`config.mk`:
```
export PLATFORM = sky130hd
export DESIGN_NAME = variable_length_bit_packer_core
export DESIGN_NICKNAME = d
export VERILOG_FILES = /design/src/design/vlbp_pkg.sv /design/src/design/vlbp_front.sv /design/src/design/vlbp_fifo.sv /design/src/design/vlbp_back.sv /design/src/design/variable_length_bit_packer_core.sv
export SDC_FILE = /design/constraint.sdc
export NUM_CORES = 1
export LEC_CHECK = 0
export BUFFER_PORTS_ARGS = -buffer_cell sky130_fd_sc_hd__buf_4
export CAP_MARGIN = 10
export CORE_MARGIN = 4
export CORE_UTILIZATION = 25
export CTS_CLUSTER_DIAMETER = 40
export DETAILED_ROUTE_END_ITERATION = 12
export SLEW_MARGIN = 0
export SYNTH_ARGS = -nofsm -noshare
export SYNTH_HDL_FRONTEND = slang
export SYNTH_SLANG_ARGS = --single-unit
```
`constraint.sdc`:
```
create_clock -name clk -period 3.6 [get_ports clk]
set_clock_uncertainty 0.15 [all_clocks]
set_input_delay 0.18 -clock clk [delete_from_list [all_inputs] [get_ports clk]]
set_output_delay 0.18 -clock clk [all_outputs]
set_load 0.02 [all_outputs]
```
`src/design/vlbp_pkg.sv`:
```
// shared types and constants of the bit packer
package vlbp_pkg;

	localparam int CODE_W = 16;
	localparam int CNT_W  = 5;
	localparam int BYTE_W = 8;
	localparam int POS_W  = 3;

	typedef struct packed {
		logic [CODE_W-1:0] code_value;
		logic [CNT_W-1:0]  bit_count;
		logic              msb_first;
	} src_req_t;

	typedef struct packed {
		logic [BYTE_W-1:0] packed_byte;
		logic              last_byte;
	} dst_req_t;

endpackage

```
`src/design/vlbp_front.sv`:
```
// front end: takes requests, aligns code bits and merges them into the partial byte
module vlbp_front #(
	parameter int MAX_CODE_BITS = 16,
	parameter int DATA_W        = 16,
	parameter int NB_W          = 2
) (
	input  logic                   clk,
	input  logic                   arst_n,
	input  logic                   src_valid,
	output logic                   src_stall,
	input  vlbp_pkg::src_req_t     src_data,
	input  logic                   full,
	output logic                   push,
	output logic [DATA_W-1:0]      push_data,
	output logic [NB_W-1:0]        push_nbytes
);
	import vlbp_pkg::*;

	localparam int CNT_S_W = $clog2(MAX_CODE_BITS + 1);
	localparam int ACC_W   = MAX_CODE_BITS + BYTE_W - 1;
	localparam int TOT_W   = $clog2(MAX_CODE_BITS + BYTE_W);

	logic [CODE_W+MAX_CODE_BITS-1:0] code_wide;
	logic [MAX_CODE_BITS-1:0]        code_ext;
	logic [MAX_CODE_BITS-1:0]        code_rev;
	logic [MAX_CODE_BITS-1:0]        word;
	logic [CNT_S_W-1:0]              cnt;
	logic                            accept;
	logic                            advance;

	logic                            v_s1;
	logic [MAX_CODE_BITS-1:0]        w_s1;
	logic [CNT_S_W-1:0]              cnt_s1;

	logic [BYTE_W-1:0]               pending_q;
	logic [POS_W-1:0]                pos_q;

	logic [ACC_W-1:0]                acc;
	logic [TOT_W-1:0]                total;
	logic [TOT_W-POS_W-1:0]          nbytes;
	logic [BYTE_W-1:0]               next_pending;

	// stage 1: saturate count, pick bit order, drop uncounted bits
	always_comb begin
		code_wide = {{MAX_CODE_BITS{1'b0}}, src_data.code_value};
		code_ext  = code_wide[MAX_CODE_BITS-1:0];
		for (int j = 0; j < MAX_CODE_BITS; j++) begin
			code_rev[j] = code_ext[MAX_CODE_BITS-1-j];
		end
		if (int'(src_data.bit_count) > MAX_CODE_BITS) begin
			cnt = CNT_S_W'(MAX_CODE_BITS);
		end else begin
			cnt = CNT_S_W'(src_data.bit_count);
		end
		if (src_data.msb_first) begin
			word = code_rev >> (CNT_S_W'(MAX_CODE_BITS) - cnt);
		end else begin
			word = code_ext & ~({MAX_CODE_BITS{1'b1}} << cnt);
		end
	end

	assign advance   = !full;
	assign src_stall = v_s1 && !advance;
	assign accept    = src_valid && !src_stall;

	// stage 2: merge into the partial byte, completed bytes go to the queue
	always_comb begin
		acc          = ACC_W'(pending_q) | (ACC_W'(w_s1) << pos_q);
		total        = TOT_W'(pos_q) + TOT_W'(cnt_s1);
		nbytes       = total[TOT_W-1:POS_W];
		next_pending = BYTE_W'(acc >> {nbytes, {POS_W{1'b0}}});
	end

	assign push        = v_s1 && advance && (nbytes != '0);
	assign push_data   = acc[DATA_W-1:0];
	assign push_nbytes = NB_W'(nbytes);

	always_ff @(posedge clk or negedge arst_n) begin
		if (!arst_n) begin
			v_s1      <= 1'b0;
			pending_q <= '0;
			pos_q     <= '0;
		end else begin
			if (accept) begin
				v_s1 <= 1'b1;
			end else if (advance) begin
				v_s1 <= 1'b0;
			end
			if (v_s1 && advance) begin
				pending_q <= next_pending;
				pos_q     <= total[POS_W-1:0];
			end
		end
	end

	always_ff @(posedge clk) begin
		if (accept) begin
			w_s1   <= word;
			cnt_s1 <= cnt;
		end
	end

endmodule

```
`src/design/vlbp_fifo.sv`:
```
// two-entry queue of completed byte groups between front and back
module vlbp_fifo #(
	parameter int DATA_W = 16,
	parameter int NB_W   = 2
) (
	input  logic              clk,
	input  logic              arst_n,
	input  logic              push,
	input  logic [DATA_W-1:0] push_data,
	input  logic [NB_W-1:0]   push_nbytes,
	input  logic              pop,
	output logic              full,
	output logic              nonempty,
	output logic [DATA_W-1:0] head_data,
	output logic [NB_W-1:0]   head_nbytes
);
	import vlbp_pkg::*;

	localparam int DEPTH = 2;

	logic [DATA_W-1:0] data_q [DEPTH];
	logic [NB_W-1:0]   nb_q   [DEPTH];
	logic              wr_ptr_q;
	logic              rd_ptr_q;
	logic [1:0]        count_q;

	assign full        = (count_q == 2'(DEPTH));
	assign nonempty    = (count_q != '0);
	assign head_data   = data_q[rd_ptr_q];
	assign head_nbytes = nb_q[rd_ptr_q];

	always_ff @(posedge clk or negedge arst_n) begin
		if (!arst_n) begin
			wr_ptr_q <= 1'b0;
			rd_ptr_q <= 1'b0;
			count_q  <= '0;
		end else begin
			if (push) begin
				wr_ptr_q <= !wr_ptr_q;
			end
			if (pop) begin
				rd_ptr_q <= !rd_ptr_q;
			end
			if (push && !pop) begin
				count_q <= count_q + 2'd1;
			end else if (pop && !push) begin
				count_q <= count_q - 2'd1;
			end
		end
	end

	always_ff @(posedge clk) begin
		if (push) begin
			data_q[wr_ptr_q] <= push_data;
			nb_q[wr_ptr_q]   <= push_nbytes;
		end
	end

endmodule

```
`src/design/vlbp_back.sv`:
```
// back end: sends the bytes of each queued group one request at a time
module vlbp_back #(
	parameter int DATA_W = 16,
	parameter int NB_W   = 2
) (
	input  logic               clk,
	input  logic               arst_n,
	input  logic               nonempty,
	input  logic [DATA_W-1:0]  head_data,
	input  logic [NB_W-1:0]    head_nbytes,
	output logic               pop,
	output logic               dst_valid,
	input  logic               dst_stall,
	output vlbp_pkg::dst_req_t dst_data
);
	import vlbp_pkg::*;

	logic              busy_q;
	logic [DATA_W-1:0] data_q;
	logic [NB_W-1:0]   left_q;
	logic              out_accept;
	logic              last;

	assign last       = (left_q == NB_W'(1));
	assign out_accept = busy_q && !dst_stall;
	// reload when empty or when the final byte of a group leaves
	assign pop        = nonempty && (!busy_q || (out_accept && last));

	assign dst_valid            = busy_q;
	assign dst_data.packed_byte = data_q[BYTE_W-1:0];
	assign dst_data.last_byte   = last;

	always_ff @(posedge clk or negedge arst_n) begin
		if (!arst_n) begin
			busy_q <= 1'b0;
			left_q <= '0;
		end else begin
			if (pop) begin
				busy_q <= 1'b1;
				left_q <= head_nbytes;
			end else if (out_accept) begin
				if (last) begin
					busy_q <= 1'b0;
				end
				left_q <= left_q - NB_W'(1);
			end
		end
	end

	always_ff @(posedge clk) begin
		if (pop) begin
			data_q <= head_data;
		end else if (out_accept) begin
			data_q <= data_q >> BYTE_W;
		end
	end

endmodule

```
`src/design/variable_length_bit_packer_core.sv`:
```
// LSB-first bit packer: codes of up to MAX_CODE_BITS bits go in, completed bytes come
// out, earliest bit in bit 0. A request is taken every cycle while the two-entry queue
// of byte groups has room; the result side sends one byte per cycle while dst_stall is
// low. An item that completes no byte queues nothing; one item completes up to two
// bytes at the default width. The partial byte is kept and never flushed.
module variable_length_bit_packer_core #(
	parameter int MAX_CODE_BITS = 16
) (
	input  logic               clk,
	input  logic               arst_n,
	input  logic               src_valid,
	output logic               src_stall,
	input  vlbp_pkg::src_req_t src_data,
	output logic               dst_valid,
	input  logic               dst_stall,
	output vlbp_pkg::dst_req_t dst_data
);
	import vlbp_pkg::*;

	localparam int NB     = (MAX_CODE_BITS + BYTE_W - 1) / BYTE_W;
	localparam int DATA_W = NB * BYTE_W;
	localparam int NB_W   = $clog2(NB + 1);

	logic              full;
	logic              push;
	logic [DATA_W-1:0] push_data;
	logic [NB_W-1:0]   push_nbytes;
	logic              pop;
	logic              nonempty;
	logic [DATA_W-1:0] head_data;
	logic [NB_W-1:0]   head_nbytes;

	vlbp_front #(
		.MAX_CODE_BITS(MAX_CODE_BITS),
		.DATA_W       (DATA_W),
		.NB_W         (NB_W)
	) u_front (
		.clk        (clk),
		.arst_n     (arst_n),
		.src_valid  (src_valid),
		.src_stall  (src_stall),
		.src_data   (src_data),
		.full       (full),
		.push       (push),
		.push_data  (push_data),
		.push_nbytes(push_nbytes)
	);

	vlbp_fifo #(
		.DATA_W(DATA_W),
		.NB_W  (NB_W)
	) u_fifo (
		.clk        (clk),
		.arst_n     (arst_n),
		.push       (push),
		.push_data  (push_data),
		.push_nbytes(push_nbytes),
		.pop        (pop),
		.full       (full),
		.nonempty   (nonempty),
		.head_data  (head_data),
		.head_nbytes(head_nbytes)
	);

	vlbp_back #(
		.DATA_W(DATA_W),
		.NB_W  (NB_W)
	) u_back (
		.clk        (clk),
		.arst_n     (arst_n),
		.nonempty   (nonempty),
		.head_data  (head_data),
		.head_nbytes(head_nbytes),
		.pop        (pop),
		.dst_valid  (dst_valid),
		.dst_stall  (dst_stall),
		.dst_data   (dst_data)
	);

endmodule

```
# Word-level counts from Yosys, hierarchy flattened
# Memory sizes are Yosys's and may differ from the RTL's.
# Cells that the tools add are included.
# totals
register_bits	56
mem_bits_rw	36
in_bits	26
output_inout_bits	11
elab_cells	68
mem_count	2
# op_classes
add_sub_neg	5
order_cmp	1
eq_ne	3
shifts	4
n_mux	15
bitwise_logic	3
reduce_logical	24
# mem_list
name	words	width	read_ports	rd_ports_with_merged_regs	wr	line	rtl
u_fifo.data_q	2	16	1	0	1	vlbp_fifo.sv:21	logic [DATA_W-1:0] data_q [DEPTH];
u_fifo.nb_q	2	2	1	0	1	vlbp_fifo.sv:22	logic [NB_W-1:0] nb_q [DEPTH];
# op_table
op	n
$mux 16	3
$or 8x23->23	1
$shl 16x3->23	1
$shr 23x5->8	1
$and 16x16->16	1
$not 16->16	1
$shl 16x5->16 const A	1
$shr 16x5->16	1
$reduce_bool 2->1	5
$logic_and 1x1->1	9
$logic_not 1->1	8
$mux 2	4
$mux 1	7
$add 3x5->5	1
$gt 5x5->1 const B	1
$mux 5	1
$sub 5x5->5 const A	1
$sub 2x1->2 const B	2
$add 2x1->2 const B	1
$eq 2x1->1 const B	1
$eq 2x2->1 const B	1
$ne 2x2->1 const B	1
$reduce_and 2->1	1
$logic_or 1x1->1	1

# Longest topological paths before layout
# logic_depth
ltp_word	8
mapped_depth	11
depth_no_buf	10

# Cells and area by module
# Synthesis repeated with hierarchy kept, for this count alone.
# hier_totals
hier_cells	432
hier_area_um2	5509.0
# modules_own_cells
mod	n_inst	cells_per_inst	area_per_inst_um2	seq_area_each_um2
vlbp_front	1	302	3075.4	930.9
vlbp_fifo	1	72	1537.7	1181.1
vlbp_back	1	58	895.9	555.5

# Worst setup path after synthesis
# Ideal clock, no wire load.
# synth_path
kind	register to register
from	reg u_front.pos_q[0]
to	mem u_fifo.data_q[0][0] (enable)
setup_ns	0.395
t_arrival_ns	2.403
t_required_ns	3.055
path_slack_ns	0.652
path_stages_with_launch	7
path_buffers	0
period_less_slack_ns	2.948
cell_sequence	dfrtp_1 > ha_1 > fa_1 > nand3_1 > o2bb2ai_1 > o21ba_2 > nor2b_1
# synth_between
elab_chain_len	5
# synth_lines
element	line	rtl
start: declaration	vlbp_front.sv:36	logic [POS_W-1:0] pos_q;
start signal: assignment	vlbp_front.sv:91	pos_q <= total[POS_W-1:0];
$add 3x5->5	vlbp_front.sv:69	total = TOT_W'(pos_q) + TOT_W'(cnt_s1);
net push_nbytes[1]	variable_length_bit_packer_core.sv:27	logic [NB_W-1:0] push_nbytes;
$reduce_bool 2->1	vlbp_front.sv:74	assign push = v_s1 && advance && (nbytes != '0);
$logic_and 1x1->1	vlbp_front.sv:74	
$mux 1	vlbp_fifo.sv:53	if (push) begin
$mux 1 (implied by the code)	vlbp_fifo.sv:54	data_q[wr_ptr_q] <= push_data;
end: declaration	vlbp_fifo.sv:21	
# The timed path passes the listed nets, and every way through them passes these cells.

# Worst setup path after layout
# layout_path
from	reg u_front.pos_q[1]
to	mem u_fifo.data_q[1][12] (enable)
# layout_between
elab_chain_len	5
# layout_lines
element	line
$add 3x5->5	vlbp_front.sv:69
$reduce_bool 2->1	vlbp_front.sv:74
$logic_and 1x1->1	vlbp_front.sv:74
$mux 1	vlbp_fifo.sv:53
$mux 1 (implied by the code)	vlbp_fifo.sv:54
# No other way between the ends.

==> summary.md <==
| Metric | Value |
|---|---|
| Initial antenna violation count | 0 |
| Skew-Pair Late Insertion Delay | between 0.3 and 0.4 ns |
| WL final | 11800 µm |
| Die area | roughly 24000 µm² |
| Clk root buf | clkbuf_16 |
| Storage element area | between 2000 and 3000 µm² |
| Asr flop ratio synth | 20.7% |
| Met2 WL | roughly 5500 µm |
| Logic pwr share | ~43% |
| Number of synthesized register bits | 92 |
| Area delta synth->final | 15.1% |
| Internal | 3.17 mW |
| Area of the multi-input gates | roughly 2400 µm² |
| CP Max Fanout | 18 |
| Die span in y | 154 µm |
| Largest net degree at the start of global routing | 32 |
| Leak | between 2 and 2.5 nW |
| Routed wl met3 | ~580 µm |
| Syn avg cell area | 11.6 µm² |
| Mapped Cells | about 460 |
| Die width | 154 µm |
| Total grt overflow | 0 |
| Fill cells | about 2200 |
| CP Class | register to register |
| Final Critical Period | 2.85 ns |
| GRT Util Overall | 10.2% |
| TritonCTS clock tree | yes |
| WL/cell | roughly 16 µm |
| Share of layout cells above drive strength 1 | roughly 20% |
| Final Hold Viols | 0 |
| Post-synthesis mux area share | 16.6% |
| Max Root-Sink Buffers | 2 |
| Final Non-Filler Cells | 760 |
| Post-route ant nets | 0 |
| Core area | 21000 µm² |
| Site Rows | 53 |
| Final core utilization | slightly below 30% |
| VDD IR max | approximately 320 µV |
| Final setup violation count | 0 |
| Fmax | roughly 350 MHz |
| DR pass1 iterations | 5 |
| RSZ-0062 raised after global routing | no |
| # H-tree levels | 3 |
| Via density | slightly below 5 |
| Max cap viols | 0 |
| Worst setup EP type | register |
| Hold Path Class | input pin to register |
| CTS clock-pin slew for the worst setup and hold paths | about 0.060 ns |
| Switch share | a little under two fifths |
| DP Wirelength | slightly below 9000 µm |
| Clock sink total | between 90 and 100 |
| Mapped Nets | 493 |
| Remaining DRCs | 0 |
| Adder-cell share of the synthesized area | 2.50% |
| Pwr per Cell Area | between 800 and 900 nW/µm² |
| Largest family of logic cells by synthesized area | multiplexers |
| Pin slew with the least headroom to its limit | ~1.1 ns |
| Vias in the first global route | roughly 3800 |
| Nets@finish | 516 |
| IO Port Bufs | 36 |
| Antenna diodes | 0 |
| Status | finished, final reports clean |
| Ports | 37 |
| Crit path launch type | register |
| Clock share of power | a little under a fifth |
| Setup TNS | 0 ns |
| Seq/Total Area, Yosys | between 50% and 60% |
| Number of cells after detailed placement | around 740 |
| NetSw | between 1.5 and 2 mW |
| DRT iter0 DRCs | about 210 |
| TritonCTS Buffers | 9 |
| Initial Util | between 20% and 30% |
| Simple-gate portion of the synthesized area | approximately a tenth |
| Synth Area in Compound Gates | between 10 and 15% |
| Fin. max-slew vios | 0 |
| DR top layer | met4 |
| Worst Path Required | about 3.4 ns |
| First-pass GRT wire length | between 15000 and 20000 µm |
| Synth unique cells | 68 |
| Rel. slew slack | 27.9% |
| Post-Synth XOR/XNOR Area | ~1.5% |
| WL met1 | ~5400 µm |
| Syn. warnings | 0 |
| Netlist Area Pre-Place | 5310 µm² |
| Via Count | between 3000 and 4000 |
| Top FF cell, synth | edfxtp_1 |
| GPL Wtd Cong | 0.879 |
| Final period util | 79.3% |
| Post-CTS Setup Bufs | 0 |
| Post-synth EDFFs | 73 |
| Part of the power in registers | between 30% and 40% |
| Crit path arrival time | about 2.7 ns |
-- repair_timing --
item,4_1_cts,5_1_grt
resized for setup,0,0
hold endpoints to repair,20,0
hold buffers,2,0
-- flip-flops by register name (all words and copies together), names as in the netlist --
| signal | flops |
|---|---|
| u_back.data_q | 16 |
| u_fifo.rd_ptr_q | 1 |
| u_fifo.data_q | 32 |
| u_front.w_s1 | 16 |
| u_back.left_q | 2 |
| u_fifo.nb_q | 4 |
| u_front.v_s1 | 1 |
| u_front.pos_q | 3 |
| u_back.dst_valid | 1 |
| u_front.cnt_s1 | 5 |
| u_fifo.wr_ptr_q | 1 |
| u_front.pending_q | 8 |
| u_fifo.count_q | 2 |
-- worst paths after layout --
path	from	end	slack, ns	cells after the start
min	src_data[5]	u_front.cnt_s1[4]	0.02	1
max reg2reg	u_front.pos_q[1]	u_fifo.data_q[1][12]	0.75	7
min reg2reg	u_fifo.wr_ptr_q	u_fifo.wr_ptr_q	0.34	1
min in group asynchronous	arst_n	u_fifo.rd_ptr_q	0.12	2
max	u_front.pos_q[1]	u_fifo.data_q[1][12]	0.75	7
max in group asynchronous	arst_n	u_front.pending_q[7]	2.96	2
-- per-stage QoR --
| step | worst slack, ns | total power, mW | area [µm²] | hold WS [ns] |
|---|---|---|---|---|
| floorplan | 0.652 | 3.57 | 5310 | -0.266 |
| detailed placement | 0.737 | 4.10 | 5790 | -0.0624 |
| finish | 0.746 | 5.02 | 6110 | 0.0243 |
| global route | 0.540 | 5.37 | 6110 | 0.0283 |
| global placement | 0.777 | 4.04 | 5790 | -0.0725 |
| CTS | 0.725 | 5.06 | 6110 | 0.00665 |
-- kinds of logic after synthesis --
family / after synthesis
xor+xnor: 8
compound gates: 111
simple gates: 108
fa+ha+maj: 10
buf+inv: 49
mux: 79
flops: 92
-- cell type report --
class,count,share of cell area [%]
Timing Repair Buffer,46,5.73
Sequential cell,92,43.7
Inverter,15,0.942
Multi-Input combinational cell,316,39.1
Clock buffer,10,3.75
Tap cell,275,5.63
Clock inverter,6,1.17
-- worst max-delay path, stage by stage, from the launching register on --
cell	delay, ns
dfrtp_1	0.42
ha_1	0.31
a21o_1	0.17
a21oi_2	0.17
xor2_2	0.12
inv_2	0.26
o21ba_2	0.24
and2_1	0.65
-- placed cells by master (no fill, tap or decap), types with 12 or more instances in the layout --
master,Yosys,layout
mux2i_1,55,55
nand2b_1,12,12
o21ai_0,31,29
mux2_2,18,18
edfxtp_1,73,73
nor2_1,29,29
a21oi_1,14,14
dfrtp_1,19,19
buf_4,12,44
nand2_1,32,32
-- synthesized netlist by cell type, types with 2 or more instances --
library cell	instances	share of area [%]
a211oi_1	6	0.85
a21o_1	5	0.71
a21oi_1	14	1.3
a221o_1	4	0.75
a22o_1	3	0.49
a22oi_1	5	0.71
a31oi_1	3	0.35
a32o_1	4	0.75
and2_1	3	0.35
buf_1	3	0.21
buf_2	9	0.85
buf_4	12	1.7
buf_6	2	0.42
clkbuf_1	8	0.57
dfrtp_1	19	9.0
edfxtp_1	73	41
ha_1	9	2.1
inv_1	11	0.78
inv_2	2	0.14
mux2_2	18	3.8
mux2i_1	55	10
mux4_2	4	1.7
nand2_1	32	2.3
nand2b_1	12	1.4
nand3_1	4	0.38
nand3b_1	3	0.42
nor2_1	29	2.0
nor2b_1	11	1.3
nor4_1	2	0.24
o211ai_1	6	0.85
o21ai_0	31	2.9
o221ai_1	6	0.99
o22ai_1	6	0.71
o2bb2ai_1	2	0.33
o311ai_0	2	0.33
or4_1	2	0.28
xnor2_1	4	0.66
xor2_1	3	0.49
-- power by group through the flow --
stage	sequential (mW)	combinational (mW)	clock [mW]
after floorplan	1.86	1.71	0
after global placement	1.94	2.10	0
after detailed placement	1.96	2.14	0
after CTS	1.94	2.15	0.969
after global routing	1.99	2.37	1.01
final	1.93	2.14	0.944
-- metal layers --
metal	up-vias	global-route usage [%]
met1	1751	13.7
met3	19	2.17
li1	1768	-
met5	-	0
met4	0	3.78
met2	115	16.3
No activity file was read; power rests on OpenSTA's default activity.
